`config.mk`:
```
export PLATFORM = sky130hd
export DESIGN_NAME = led_animation_mode_controller_flat
export DESIGN_NICKNAME = d
export VERILOG_FILES = /design/src/design/lamc_pkg.sv /design/src/design/lamc_stream_if.sv /design/src/design/led_animation_mode_controller.sv /design/src/design/lamc_front.sv /design/src/design/lamc_back.sv /design/src/flat_wrapper.sv
export SDC_FILE = /design/constraint.sdc
export NUM_CORES = 1
export LEC_CHECK = 0
export BUFFER_PORTS_ARGS = -buffer_cell sky130_fd_sc_hd__buf_4
export CAP_MARGIN = 20
export CORE_AREA = 2 2 199 201
export CTS_CLUSTER_SIZE = 16
export DETAILED_ROUTE_END_ITERATION = 12
export DIE_AREA = 0 0 201 203
export PLACE_DENSITY = 0.84
export SYNTH_ARGS = -nofsm -noshare
export SYNTH_HDL_FRONTEND = slang
export SYNTH_HIERARCHICAL = 1
export SYNTH_SLANG_ARGS = --single-unit
export TNS_END_PERCENT = 100
```
`constraint.sdc`:
```
create_clock -name clk_i -period 9.9 [get_ports clk_i]
set_input_delay 1.485 -clock clk_i [delete_from_list [all_inputs] [get_ports clk_i]]
set_output_delay 1.485 -clock clk_i [all_outputs]
set_load 0.05 [all_outputs]
```
`src/design/lamc_pkg.sv`:
```
// Package for the LED animation mode controller.
// Holds mode and phase codes, pattern frame periods and the front-to-back item type.
package lamc_pkg;

  typedef enum logic [2:0] {
    MODE_OFF      = 3'd0,
    MODE_CHASE    = 3'd1,
    MODE_FILL     = 3'd2,
    MODE_BLINK    = 3'd3,
    MODE_PINGPONG = 3'd4,
    MODE_SPARKLE  = 3'd5
  } mode_e;

  typedef enum logic [1:0] {
    PHASE_IDLE = 2'd0,
    PHASE_OUT  = 2'd1,
    PHASE_IN   = 2'd2
  } phase_e;

  localparam logic [2:0] REG_BRIGHTNESS   = 3'd0;
  localparam logic [2:0] REG_DEBOUNCE     = 3'd1;
  localparam logic [2:0] REG_LONG_PRESS   = 3'd2;
  localparam logic [2:0] REG_FRAME_STEP   = 3'd3;
  localparam logic [2:0] REG_MODE_STEP    = 3'd4;
  localparam logic [2:0] REG_FRAME_IVL    = 3'd5;
  localparam logic [2:0] REG_MODE_IVL     = 3'd6;
  localparam logic [2:0] REG_ACTIVE_HIGH  = 3'd7;

  localparam logic [8:0] CHASE_PERIOD    = 9'd120;
  localparam logic [8:0] FILL_PERIOD     = 9'd180;
  localparam logic [8:0] BLINK_PERIOD    = 9'd300;
  localparam logic [8:0] PINGPONG_PERIOD = 9'd120;
  localparam logic [8:0] SPARKLE_PERIOD  = 9'd90;

  localparam int unsigned OUT_LEDS = 5;

  // Classified tick handed from the front to the back.
  typedef struct packed {
    logic       press;      // debounced press accepted this tick
    logic       rel_step;   // debounced release that may step the mode
    logic       long_chk;   // press held long enough, done and phase checks left out
    logic [2:0] pick_first;
    logic [2:0] pick_second;
    logic       stable;
  } tick_t;

  typedef struct packed {
    logic [7:0] led0_level;
    logic [7:0] led1_level;
    logic [7:0] led2_level;
    logic [7:0] led3_level;
    logic [7:0] led4_level;
    logic [2:0] mode;
    logic [1:0] phase;
    logic       button_stable;
  } res_t;

  typedef struct packed {
    logic       button_raw;
    logic [2:0] pick_first;
    logic [2:0] pick_second;
  } item_t;

endpackage

```
`src/design/lamc_stream_if.sv`:
```
// Valid/ready stream interface with a generic payload type.
// It does not import lamc_pkg; the payload type is set by the parameter T.
interface lamc_stream_if #(parameter type T = logic) ();
  logic valid;
  logic ready;
  T     data;
  modport source (output valid, output data, input ready);
  modport sink (input valid, input data, output ready);
endinterface

```
`src/design/led_animation_mode_controller.sv`:
```
// Top level of the LED animation mode controller.
// Depends on lamc_pkg, lamc_stream_if, lamc_front and lamc_back.
//
// One input beat is one millisecond tick; each tick yields exactly one result beat
// carrying the five LED levels, the mode, the transition phase and the debounced
// button. The front debounces the button and writes the classified tick into a
// two-entry queue at the accepting edge; the back takes it from the queue and
// registers the result, so a tick passes the queue entry and then the result register
// before its result can be taken. The block sustains one tick per cycle while
// results are taken; with the result held, it takes two more ticks into the queue
// and then stalls its input.
module led_animation_mode_controller
  import lamc_pkg::*;
#(
  parameter int unsigned LED_COUNT = 5
) (
  input  logic        clk_i,
  input  logic        rst_ni,
  lamc_stream_if.sink   in_if,
  lamc_stream_if.source out_if,
  input  logic        cfg_we_i,
  input  logic [2:0]  cfg_idx_i,
  input  logic [15:0] cfg_wdata_i
);

  logic [7:0]  bright_q, deb_q, fstep_q, mstep_q, fivl_q, mivl_q;
  logic [15:0] long_q;
  logic        ah_q;
  logic        q_valid, q_ready;
  tick_t       q_data;
  res_t        res;

  always_ff @(posedge clk_i or negedge rst_ni) begin
    if (!rst_ni) begin
      bright_q <= 8'd25; deb_q <= 8'd35; long_q <= 16'd3000; fstep_q <= 8'd24;
      mstep_q <= 8'd12; fivl_q <= 8'd12; mivl_q <= 8'd10; ah_q <= 1'b1;
    end else if (cfg_we_i) begin
      unique case (cfg_idx_i)
        REG_BRIGHTNESS:  bright_q <= cfg_wdata_i[7:0];
        REG_DEBOUNCE:    deb_q    <= cfg_wdata_i[7:0];
        REG_LONG_PRESS:  long_q   <= cfg_wdata_i;
        REG_FRAME_STEP:  fstep_q  <= cfg_wdata_i[7:0];
        REG_MODE_STEP:   mstep_q  <= cfg_wdata_i[7:0];
        REG_FRAME_IVL:   fivl_q   <= cfg_wdata_i[7:0];
        REG_MODE_IVL:    mivl_q   <= cfg_wdata_i[7:0];
        default:         ah_q     <= cfg_wdata_i[0];
      endcase
    end
  end

  lamc_front u_front (
    .clk_i, .rst_ni,
    .in_valid_i(in_if.valid), .in_ready_o(in_if.ready), .in_data_i(in_if.data),
    .debounce_ticks_i(deb_q), .long_press_ticks_i(long_q), .active_high_i(ah_q),
    .q_valid_o(q_valid), .q_ready_i(q_ready), .q_data_o(q_data)
  );

  lamc_back #(.LedCount(LED_COUNT)) u_back (
    .clk_i, .rst_ni,
    .q_valid_i(q_valid), .q_ready_o(q_ready), .q_data_i(q_data),
    .brightness_i(bright_q), .frame_step_i(fstep_q), .mode_step_i(mstep_q),
    .frame_ivl_i(fivl_q), .mode_ivl_i(mivl_q),
    .out_valid_o(out_if.valid), .out_ready_i(out_if.ready), .out_data_o(res)
  );

  assign out_if.data = res;

  a_phase_ok: assert property (@(posedge clk_i) disable iff (!rst_ni)
    res.phase == PHASE_IDLE || res.phase == PHASE_OUT || res.phase == PHASE_IN)
    else $error("phase code out of range");
  a_mode_ok: assert property (@(posedge clk_i) disable iff (!rst_ni)
    res.mode <= MODE_SPARKLE) else $error("mode out of range");
  a_idle_off: assert property (@(posedge clk_i) disable iff (!rst_ni)
    (out_if.valid && res.phase == PHASE_IDLE && res.mode == MODE_OFF) |->
    (res.led0_level == 8'd0 && res.led1_level == 8'd0 && res.led2_level == 8'd0 &&
     res.led3_level == 8'd0 && res.led4_level == 8'd0)) else $error("off mode lit");
  a_out_hold: assert property (@(posedge clk_i) disable iff (!rst_ni)
    (out_if.valid && !out_if.ready) |=> (out_if.valid && $stable(res)))
    else $error("result beat changed while stalled");

endmodule

```
`src/design/lamc_front.sv`:
```
// Front part: button debounce and press timing, one tick per accepted beat.
// Depends on lamc_pkg. The fade-phase gating of presses is left to the back part.
module lamc_front
  import lamc_pkg::*;
(
  input  logic        clk_i,
  input  logic        rst_ni,
  input  logic        in_valid_i,
  output logic        in_ready_o,
  input  item_t       in_data_i,
  input  logic [7:0]  debounce_ticks_i,
  input  logic [15:0] long_press_ticks_i,
  input  logic        active_high_i,
  output logic        q_valid_o,
  input  logic        q_ready_i,
  output tick_t       q_data_o
);

  logic        raw_last_q, raw_last_d;
  logic        deb_q, deb_d;
  logic [7:0]  raw_hold_q, raw_hold_d;
  logic [15:0] press_hold_q, press_hold_d;
  logic        pressed, acc, pop;
  tick_t       tk;
  tick_t       fifo_q [2];
  logic        wr_q, rd_q;
  logic [1:0]  cnt_q;

  // Two-entry queue toward the back.
  assign in_ready_o = (cnt_q != 2'd2);
  assign acc        = in_valid_i & in_ready_o;
  assign q_valid_o  = (cnt_q != 2'd0);
  assign pop        = q_valid_o & q_ready_i;
  assign q_data_o   = fifo_q[rd_q];

  always_comb begin
    logic [7:0]  rh;
    logic [15:0] ph;
    rh = (raw_hold_q == 8'hFF) ? raw_hold_q : raw_hold_q + 8'd1;
    ph = (press_hold_q == 16'hFFFF) ? press_hold_q : press_hold_q + 16'd1;
    pressed = active_high_i ? in_data_i.button_raw : ~in_data_i.button_raw;
    raw_last_d = raw_last_q;
    deb_d = deb_q;
    tk = '0;
    tk.pick_first = in_data_i.pick_first;
    tk.pick_second = in_data_i.pick_second;
    if (pressed != raw_last_q) begin
      raw_last_d = pressed;
      rh = 8'd0;
    end
    if (rh < debounce_ticks_i || deb_q == pressed) begin
      tk.long_chk = deb_q & (ph >= long_press_ticks_i);
    end else begin
      deb_d = pressed;
      if (pressed) begin
        ph = 16'd0;
        tk.press = 1'b1;
      end else begin
        tk.rel_step = 1'b1;
      end
    end
    tk.stable = deb_d;
    raw_hold_d = rh;
    press_hold_d = ph;
  end

  always_ff @(posedge clk_i or negedge rst_ni) begin
    if (!rst_ni) begin
      raw_last_q <= 1'b0;
      deb_q <= 1'b0;
      raw_hold_q <= '0;
      press_hold_q <= '0;
      wr_q <= 1'b0;
      rd_q <= 1'b0;
      cnt_q <= 2'd0;
      for (int i = 0; i < 2; i++) fifo_q[i] <= '0;
    end else begin
      if (acc) begin
        raw_last_q <= raw_last_d;
        deb_q <= deb_d;
        raw_hold_q <= raw_hold_d;
        press_hold_q <= press_hold_d;
        fifo_q[wr_q] <= tk;
        wr_q <= ~wr_q;
      end
      if (pop) rd_q <= ~rd_q;
      cnt_q <= cnt_q + {1'b0, acc} - {1'b0, pop};
    end
  end

endmodule

```
`src/design/lamc_back.sv`:
```
// Back part: transition fades, pattern frames and level smoothing.
// Depends on lamc_pkg. Takes one classified tick per beat, emits one result.
module lamc_back
  import lamc_pkg::*;
#(
  parameter int unsigned LedCount = 5
) (
  input  logic       clk_i,
  input  logic       rst_ni,
  input  logic       q_valid_i,
  output logic       q_ready_o,
  input  tick_t      q_data_i,
  input  logic [7:0] brightness_i,
  input  logic [7:0] frame_step_i,
  input  logic [7:0] mode_step_i,
  input  logic [7:0] frame_ivl_i,
  input  logic [7:0] mode_ivl_i,
  output logic       out_valid_o,
  input  logic       out_ready_i,
  output res_t       out_data_o
);

  localparam int unsigned IdxW = $clog2(LedCount);

  logic [2:0] mode_q, mode_d, pend_q, pend_d;
  logic [1:0] phase_q, phase_d;
  logic [7:0] fade_q, fade_d, fcnt_q, fcnt_d;
  logic [7:0] pp_q, pp_d;
  logic [1:0] m3_q, m3_d;
  logic       done_q, done_d;
  logic [8:0] fwait_q, fwait_d;
  logic [7:0] lwait_q, lwait_d, mwait_q, mwait_d;
  logic [7:0] smooth_q [LedCount];
  logic [7:0] smooth_d [LedCount];
  logic [7:0] tgt_q [LedCount];
  logic [7:0] tgt_d [LedCount];
  logic [7:0] pin_q [LedCount];
  logic [7:0] pin_d [LedCount];
  logic       stable_q;
  logic       ov_q;
  logic       acc;

  assign q_ready_o   = ~ov_q | out_ready_i;
  assign acc         = q_valid_i & q_ready_o;
  assign out_valid_o = ov_q;

  function automatic logic [7:0] step_up(logic [7:0] s, logic [7:0] st, logic [7:0] t);
    logic [8:0] v;
    v = {1'b0, s} + {1'b0, st};
    if (v > 9'd255) v = 9'd255;
    return (v[7:0] < t) ? v[7:0] : t;
  endfunction

  always_comb begin
    logic       idle, lit, wrap;
    logic [8:0] per;
    logic [2:0] m;
    logic [7:0] pos, path;
    mode_d = mode_q; pend_d = pend_q; phase_d = phase_q; fade_d = fade_q;
    fcnt_d = fcnt_q; pp_d = pp_q; m3_d = m3_q; done_d = done_q;
    fwait_d = (fwait_q == 9'h1FF) ? fwait_q : fwait_q + 9'd1;
    lwait_d = (lwait_q == 8'hFF) ? lwait_q : lwait_q + 8'd1;
    mwait_d = (mwait_q == 8'hFF) ? mwait_q : mwait_q + 8'd1;
    smooth_d = smooth_q; tgt_d = tgt_q; pin_d = pin_q;
    per = CHASE_PERIOD; lit = 1'b0; wrap = 1'b0; m = MODE_OFF; pos = '0;
    path = 8'((LedCount * 2) - 2);
    idle = (phase_q != PHASE_OUT) && (phase_q != PHASE_IN);
    // press handling
    if (q_data_i.press) done_d = 1'b0;
    if (idle && q_data_i.long_chk && !done_q) begin
      done_d = 1'b1;
      pend_d = MODE_OFF; phase_d = PHASE_OUT; fade_d = brightness_i; mwait_d = 8'hFF;
    end else if (idle && q_data_i.rel_step && !done_q) begin
      m = (mode_q >= MODE_SPARKLE) ? MODE_CHASE : mode_q + 3'd1;
      pend_d = m; phase_d = PHASE_OUT; fade_d = brightness_i; mwait_d = 8'hFF;
    end
    // transition
    if ((phase_d == PHASE_OUT || phase_d == PHASE_IN) && mwait_d >= mode_ivl_i) begin
      mwait_d = '0;
      if (phase_d == PHASE_OUT) begin
        if (fade_d > mode_step_i) begin
          fade_d = fade_d - mode_step_i;
          for (int i = 0; i < LedCount; i++) pin_d[i] = fade_d;
        end else begin
          mode_d = pend_d; fcnt_d = '0; pp_d = '0; m3_d = '0;
          fwait_d = 9'h1FF; lwait_d = 8'hFF;
          for (int i = 0; i < LedCount; i++) begin
            tgt_d[i] = '0; smooth_d[i] = '0; pin_d[i] = '0;
          end
          phase_d = PHASE_IN; fade_d = '0;
        end
      end else if (fade_d < brightness_i) begin
        fade_d = step_up(fade_d, mode_step_i, brightness_i);
        for (int i = 0; i < LedCount; i++) pin_d[i] = fade_d;
      end else begin
        for (int i = 0; i < LedCount; i++) begin
          tgt_d[i] = '0; smooth_d[i] = '0; pin_d[i] = '0;
        end
        phase_d = PHASE_IDLE;
      end
    end
    if (phase_d != PHASE_OUT && phase_d != PHASE_IN) begin
      unique case (mode_d)
        MODE_CHASE:    per = CHASE_PERIOD;
        MODE_FILL:     per = FILL_PERIOD;
        MODE_BLINK:    per = BLINK_PERIOD;
        MODE_PINGPONG: per = PINGPONG_PERIOD;
        MODE_SPARKLE:  per = SPARKLE_PERIOD;
        default:       per = CHASE_PERIOD;
      endcase
      if (mode_d == MODE_OFF || mode_d > MODE_SPARKLE) begin
        mode_d = MODE_OFF;
        for (int i = 0; i < LedCount; i++) tgt_d[i] = '0;
      end else if (fwait_d >= per) begin
        fwait_d = '0;
        pos = pp_d;  // frame_count mod path
        for (int i = 0; i < LedCount; i++) begin
          case (mode_d)
            MODE_CHASE: lit = (8'(i) == fcnt_d);
            MODE_FILL:  lit = (8'(i) < fcnt_d);
            MODE_BLINK: lit = ~fcnt_d[0];
            MODE_PINGPONG:
              lit = (pos < 8'(LedCount)) ? (8'(i) == pos) : (8'(i) == path - pos);
            default:
              lit = (8'(i) == {5'd0, q_data_i.pick_first}) ||
                    ((m3_d == 2'd0) && 8'(i) == {5'd0, q_data_i.pick_second});
          endcase
          tgt_d[i] = lit ? brightness_i : 8'd0;
        end
        // track frame_count mod path and mod 3 alongside the 8-bit count
        wrap = (fcnt_d == 8'hFF);
        pp_d = wrap ? 8'd0 : ((pp_d + 8'd1 >= path) ? 8'd0 : pp_d + 8'd1);
        m3_d = (wrap || m3_d == 2'd2) ? 2'd0 : m3_d + 2'd1;
        case (mode_d)
          MODE_CHASE: fcnt_d = (fcnt_d + 8'd1 >= 8'(LedCount)) ? 8'd0 : fcnt_d + 8'd1;
          MODE_FILL:  fcnt_d = (fcnt_d + 8'd1 >= 8'(LedCount + 1)) ? 8'd0 : fcnt_d + 8'd1;
          default:    fcnt_d = fcnt_d + 8'd1;
        endcase
      end
      if (lwait_d >= frame_ivl_i) begin
        lwait_d = '0;
        for (int i = 0; i < LedCount; i++) begin
          if (smooth_d[i] < tgt_d[i]) smooth_d[i] = step_up(smooth_d[i], frame_step_i, tgt_d[i]);
          else if (smooth_d[i] > tgt_d[i]) begin
            if (smooth_d[i] > frame_step_i && smooth_d[i] - frame_step_i > tgt_d[i])
              smooth_d[i] = smooth_d[i] - frame_step_i;
            else smooth_d[i] = tgt_d[i];
          end
          pin_d[i] = smooth_d[i];
        end
      end
    end
  end

  always_ff @(posedge clk_i or negedge rst_ni) begin
    if (!rst_ni) begin
      mode_q <= MODE_OFF; pend_q <= MODE_OFF; phase_q <= PHASE_IDLE;
      fade_q <= '0; fcnt_q <= '0; fwait_q <= 9'h1FF; lwait_q <= 8'hFF; mwait_q <= 8'hFF;
      pp_q <= '0; m3_q <= '0; done_q <= 1'b0;
      stable_q <= 1'b0; ov_q <= 1'b0;
      for (int i = 0; i < LedCount; i++) begin
        smooth_q[i] <= '0; tgt_q[i] <= '0; pin_q[i] <= '0;
      end
    end else begin
      if (acc) begin
        mode_q <= mode_d; pend_q <= pend_d; phase_q <= phase_d; fade_q <= fade_d;
        fcnt_q <= fcnt_d; fwait_q <= fwait_d; lwait_q <= lwait_d; mwait_q <= mwait_d;
        pp_q <= pp_d; m3_q <= m3_d; done_q <= done_d;
        stable_q <= q_data_i.stable;
        smooth_q <= smooth_d; tgt_q <= tgt_d; pin_q <= pin_d;
        ov_q <= 1'b1;
      end else if (out_ready_i) begin
        ov_q <= 1'b0;
      end
    end
  end

  always_comb begin
    logic [7:0] lv [OUT_LEDS];
    for (int k = 0; k < OUT_LEDS; k++) lv[k] = (k < LedCount) ? pin_q[IdxW'(k)] : 8'd0;
    out_data_o.led0_level = lv[0];
    out_data_o.led1_level = lv[1];
    out_data_o.led2_level = lv[2];
    out_data_o.led3_level = lv[3];
    out_data_o.led4_level = lv[4];
    out_data_o.mode = mode_q;
    out_data_o.phase = phase_q;
    out_data_o.button_stable = stable_q;
  end

endmodule
```
`src/flat_wrapper.sv`:
```
// flat-port wrapper written by rule: the top's interface ports become plain ports
module led_animation_mode_controller_flat import lamc_pkg::*;
#(
  parameter int unsigned LED_COUNT = 5
)
  (clk_i, rst_ni, cfg_we_i, cfg_idx_i, cfg_wdata_i, in_if_valid, in_if_data, in_if_ready, out_if_valid, out_if_data, out_if_ready);
  lamc_stream_if in_if_i ();
  lamc_stream_if out_if_i ();
  input  logic clk_i;
  input  logic rst_ni;
  input  logic cfg_we_i;
  input  logic [2:0] cfg_idx_i;
  input  logic [15:0] cfg_wdata_i;
  input wire logic [$bits(in_if_i.valid)-1:0] in_if_valid;
  input wire logic [$bits(in_if_i.data)-1:0] in_if_data;
  output wire logic [$bits(in_if_i.ready)-1:0] in_if_ready;
  output wire logic [$bits(out_if_i.valid)-1:0] out_if_valid;
  output wire logic [$bits(out_if_i.data)-1:0] out_if_data;
  input wire logic [$bits(out_if_i.ready)-1:0] out_if_ready;
  assign in_if_i.valid = in_if_valid;
  assign in_if_i.data = in_if_data;
  assign in_if_ready = in_if_i.ready;
  assign out_if_valid = out_if_i.valid;
  assign out_if_data = out_if_i.data;
  assign out_if_i.ready = out_if_ready;
  led_animation_mode_controller #(.LED_COUNT(LED_COUNT)) u_core (.clk_i(clk_i), .rst_ni(rst_ni), .in_if(in_if_i), .out_if(out_if_i), .cfg_we_i(cfg_we_i), .cfg_idx_i(cfg_idx_i), .cfg_wdata_i(cfg_wdata_i));
endmodule
```
==> results.json <==
{
  "cp-start-kind": "register",
  "cts_resized": 0,
  "status": "finished, final reports clean",
  "post-route-period-util_pct": 32.0,
  "ff2ff_setup_slack_ps": 6730,
  "post_cts_buffers": 0,
  "ios": 28,
  "maxCapViolations": 0,
  "crit_required_ps": 10050,
  "grt-ovfl-total": 0,
  "die_width_um": 201,
  "final_common_cell": "nand2_1",
  "rsz0062_at_grt": "no",
  "syn_inst": 182,
  "final-seq-area_um2": 681,
  "ys_warn_count": 6,
  "die_h_um": 203,
  "antennaDiodeCount": 0,
  "worstMarginPinSlew_ps": 594,
  "final.setup.worst_slack_ps": 6730,
  "power_density_nw_per_um2": 187,
  "skew_ps": 9.38,
  "grt_first_pass_wirelength_um": 6390,
  "max_freq_mhz": 316,
  "place_ws_ps": 6710,
  "drive_above_1_share_pct": 22.7,
  "grt_max_degree": 28,
  "vias": 1175,
  "syn_area_um2": 1670,
  "numCtsBuffers": 3,
  "fin_area_um2": 2440,
  "viasPerCell": 1.67,
  "ctsHoldBuffers": 0,
  "core_um2": 38500,
  "slew_headroom_pct": 60.4,
  "crit_fanout": 10,
  "htree_levels": 1,
  "antenna_left": 0,
  "dp_hpwl_um": 3200,
  "track_usage_pct": 2.15,
  "routedWlPerCell_um": 5.82,
  "first_iter_violations": 57,
  "final-setup-viol-count": 0,
  "hold_viol_final": 0,
  "routed_wl_um": 4090,
  "fin_total_pwr_mw": 0.456,
  "clockBufferDepth": 2,
  "cp.arrival_ps": 3320,
  "crit_type": "reg -> reg",
  "slew_violations": 0,
  "hp-class": "reg -> reg",
  "cts.sinks": 27,
  "drcViolationCount": 0,
  "num-fill-cells": 4518,
  "clock_latency_ps": 280,
  "post_dp_cell_area_um2": 2360,
  "syn_area_per_cell_um2": 9.18,
  "cts_tree": "yes",
  "syn_to_final_growth_pct": 46.1,
  "clk_pin_slew_ps": 80,
  "multiInputGateArea_um2": 835,
  "end_kind": "register",
  "die_area_um2": 40800,
  "finalSetupTns_ps": 0,
  "grt_pass1_vias": 1279,
  "rows": 72,
  "drt-pass1-iter-count": 4,
  "post-route-util_pct": 6.35,
  "io_buffers": 18,
  "antenna_found_initial": 0,
  "mostFrequentLayoutCells": "nand2_1, dfrtp_1, buf_4",
  "power_leakage_nw": 0.908,
  "peakVddDrop_mv": 0.0564,
  "start_util_pct": 4.35,
  "fin_nets": 221,
  "gp_congestion": 0.725,
  "layout_min_cycle_time_ps": 3170,
  "root_buffer": "clkbuf_16"
}
worst max-delay path, cell delays in order, from the launching register on:
cell and delay [ps]:
dfrtp_1 440, ha_1 260, nand3_1 120, or2_0 500, mux2i_1 250, nor2_1 80, ha_1 310, a21boi_1 200
o211a_4 190, a2bb2oi_2 200, mux2i_1 390, o21ai_1 100
per-layer routing:
metal / vias up / routed length, um / part of all wire (%) / track usage (%)
li1: 586 / - / - / -
met1: 559 / 1920 / 47 / 2.45
met2: 28 / 1890 / 46 / 3.51
met3: 2 / 264 / 6.4 / 1.17
met4: 0 / 19 / 0.46 / 0.476
met5: - / 0 / 0 / 0
where the power goes:
part	switching, mW	internal [mW]	leakage (nW)	total, mW
Clock	0.0458	0.0562	0.0415	0.102
Combinational	0.103	0.0803	0.538	0.183
Sequential	0.0237	0.147	0.329	0.170
stage by stage:
| step | hold slack, ps | instances |
|---|---|---|
| 6_report | 479 | 703 |
| 5_1_grt | 494 | 703 |
| 3_5_place_dp | 470 | 699 |
| 2_1_floorplan | 445 | 184 |
| 3_3_place_gp | 468 | 699 |
| 4_1_cts | 488 | 703 |
final timing paths:
kind / from / endpoint / cells past startpoint
worst max-delay path: u_core/u_front/raw_hold_q[0]$_DFFE_PN0P_ / u_core/u_front/fifo_q[0]$_DFFE_PN0P_ / 11
worst min-delay path: u_core/u_front/rd_q$_DFFE_PN0P_ / u_core/u_front/rd_q$_DFFE_PN0P_ / 1
worst max register to register: u_core/u_front/raw_hold_q[0]$_DFFE_PN0P_ / u_core/u_front/fifo_q[0]$_DFFE_PN0P_ / 11
worst min register to register: u_core/u_front/rd_q$_DFFE_PN0P_ / u_core/u_front/rd_q$_DFFE_PN0P_ / 1
max in group asynchronous: rst_ni / u_core/deb_q[1]$_DFFE_PN1P_ / 1
min in group asynchronous: rst_ni / u_core/u_back/stable_q$_DFFE_PN0P_ / 1
area by class of cell:
type,count,share of cell area (%)
timing repair buffer,19,5.84
clock inverter,1,0.359
multi-input combinational,121,34.2
clock buffer,3,3.07
sequential,27,27.9
inverter,14,2.15
tap,518,26.5
flip-flops by register name, summed over array words and instances (netlist names), 2 cells and up:
register and count:
u_core/deb_q 8, u_core/u_front/raw_hold_q 8, u_core/u_front/cnt_q 2, u_core/u_front/fifo_q 2
No activity file was read; power rests on OpenSTA's default activity.
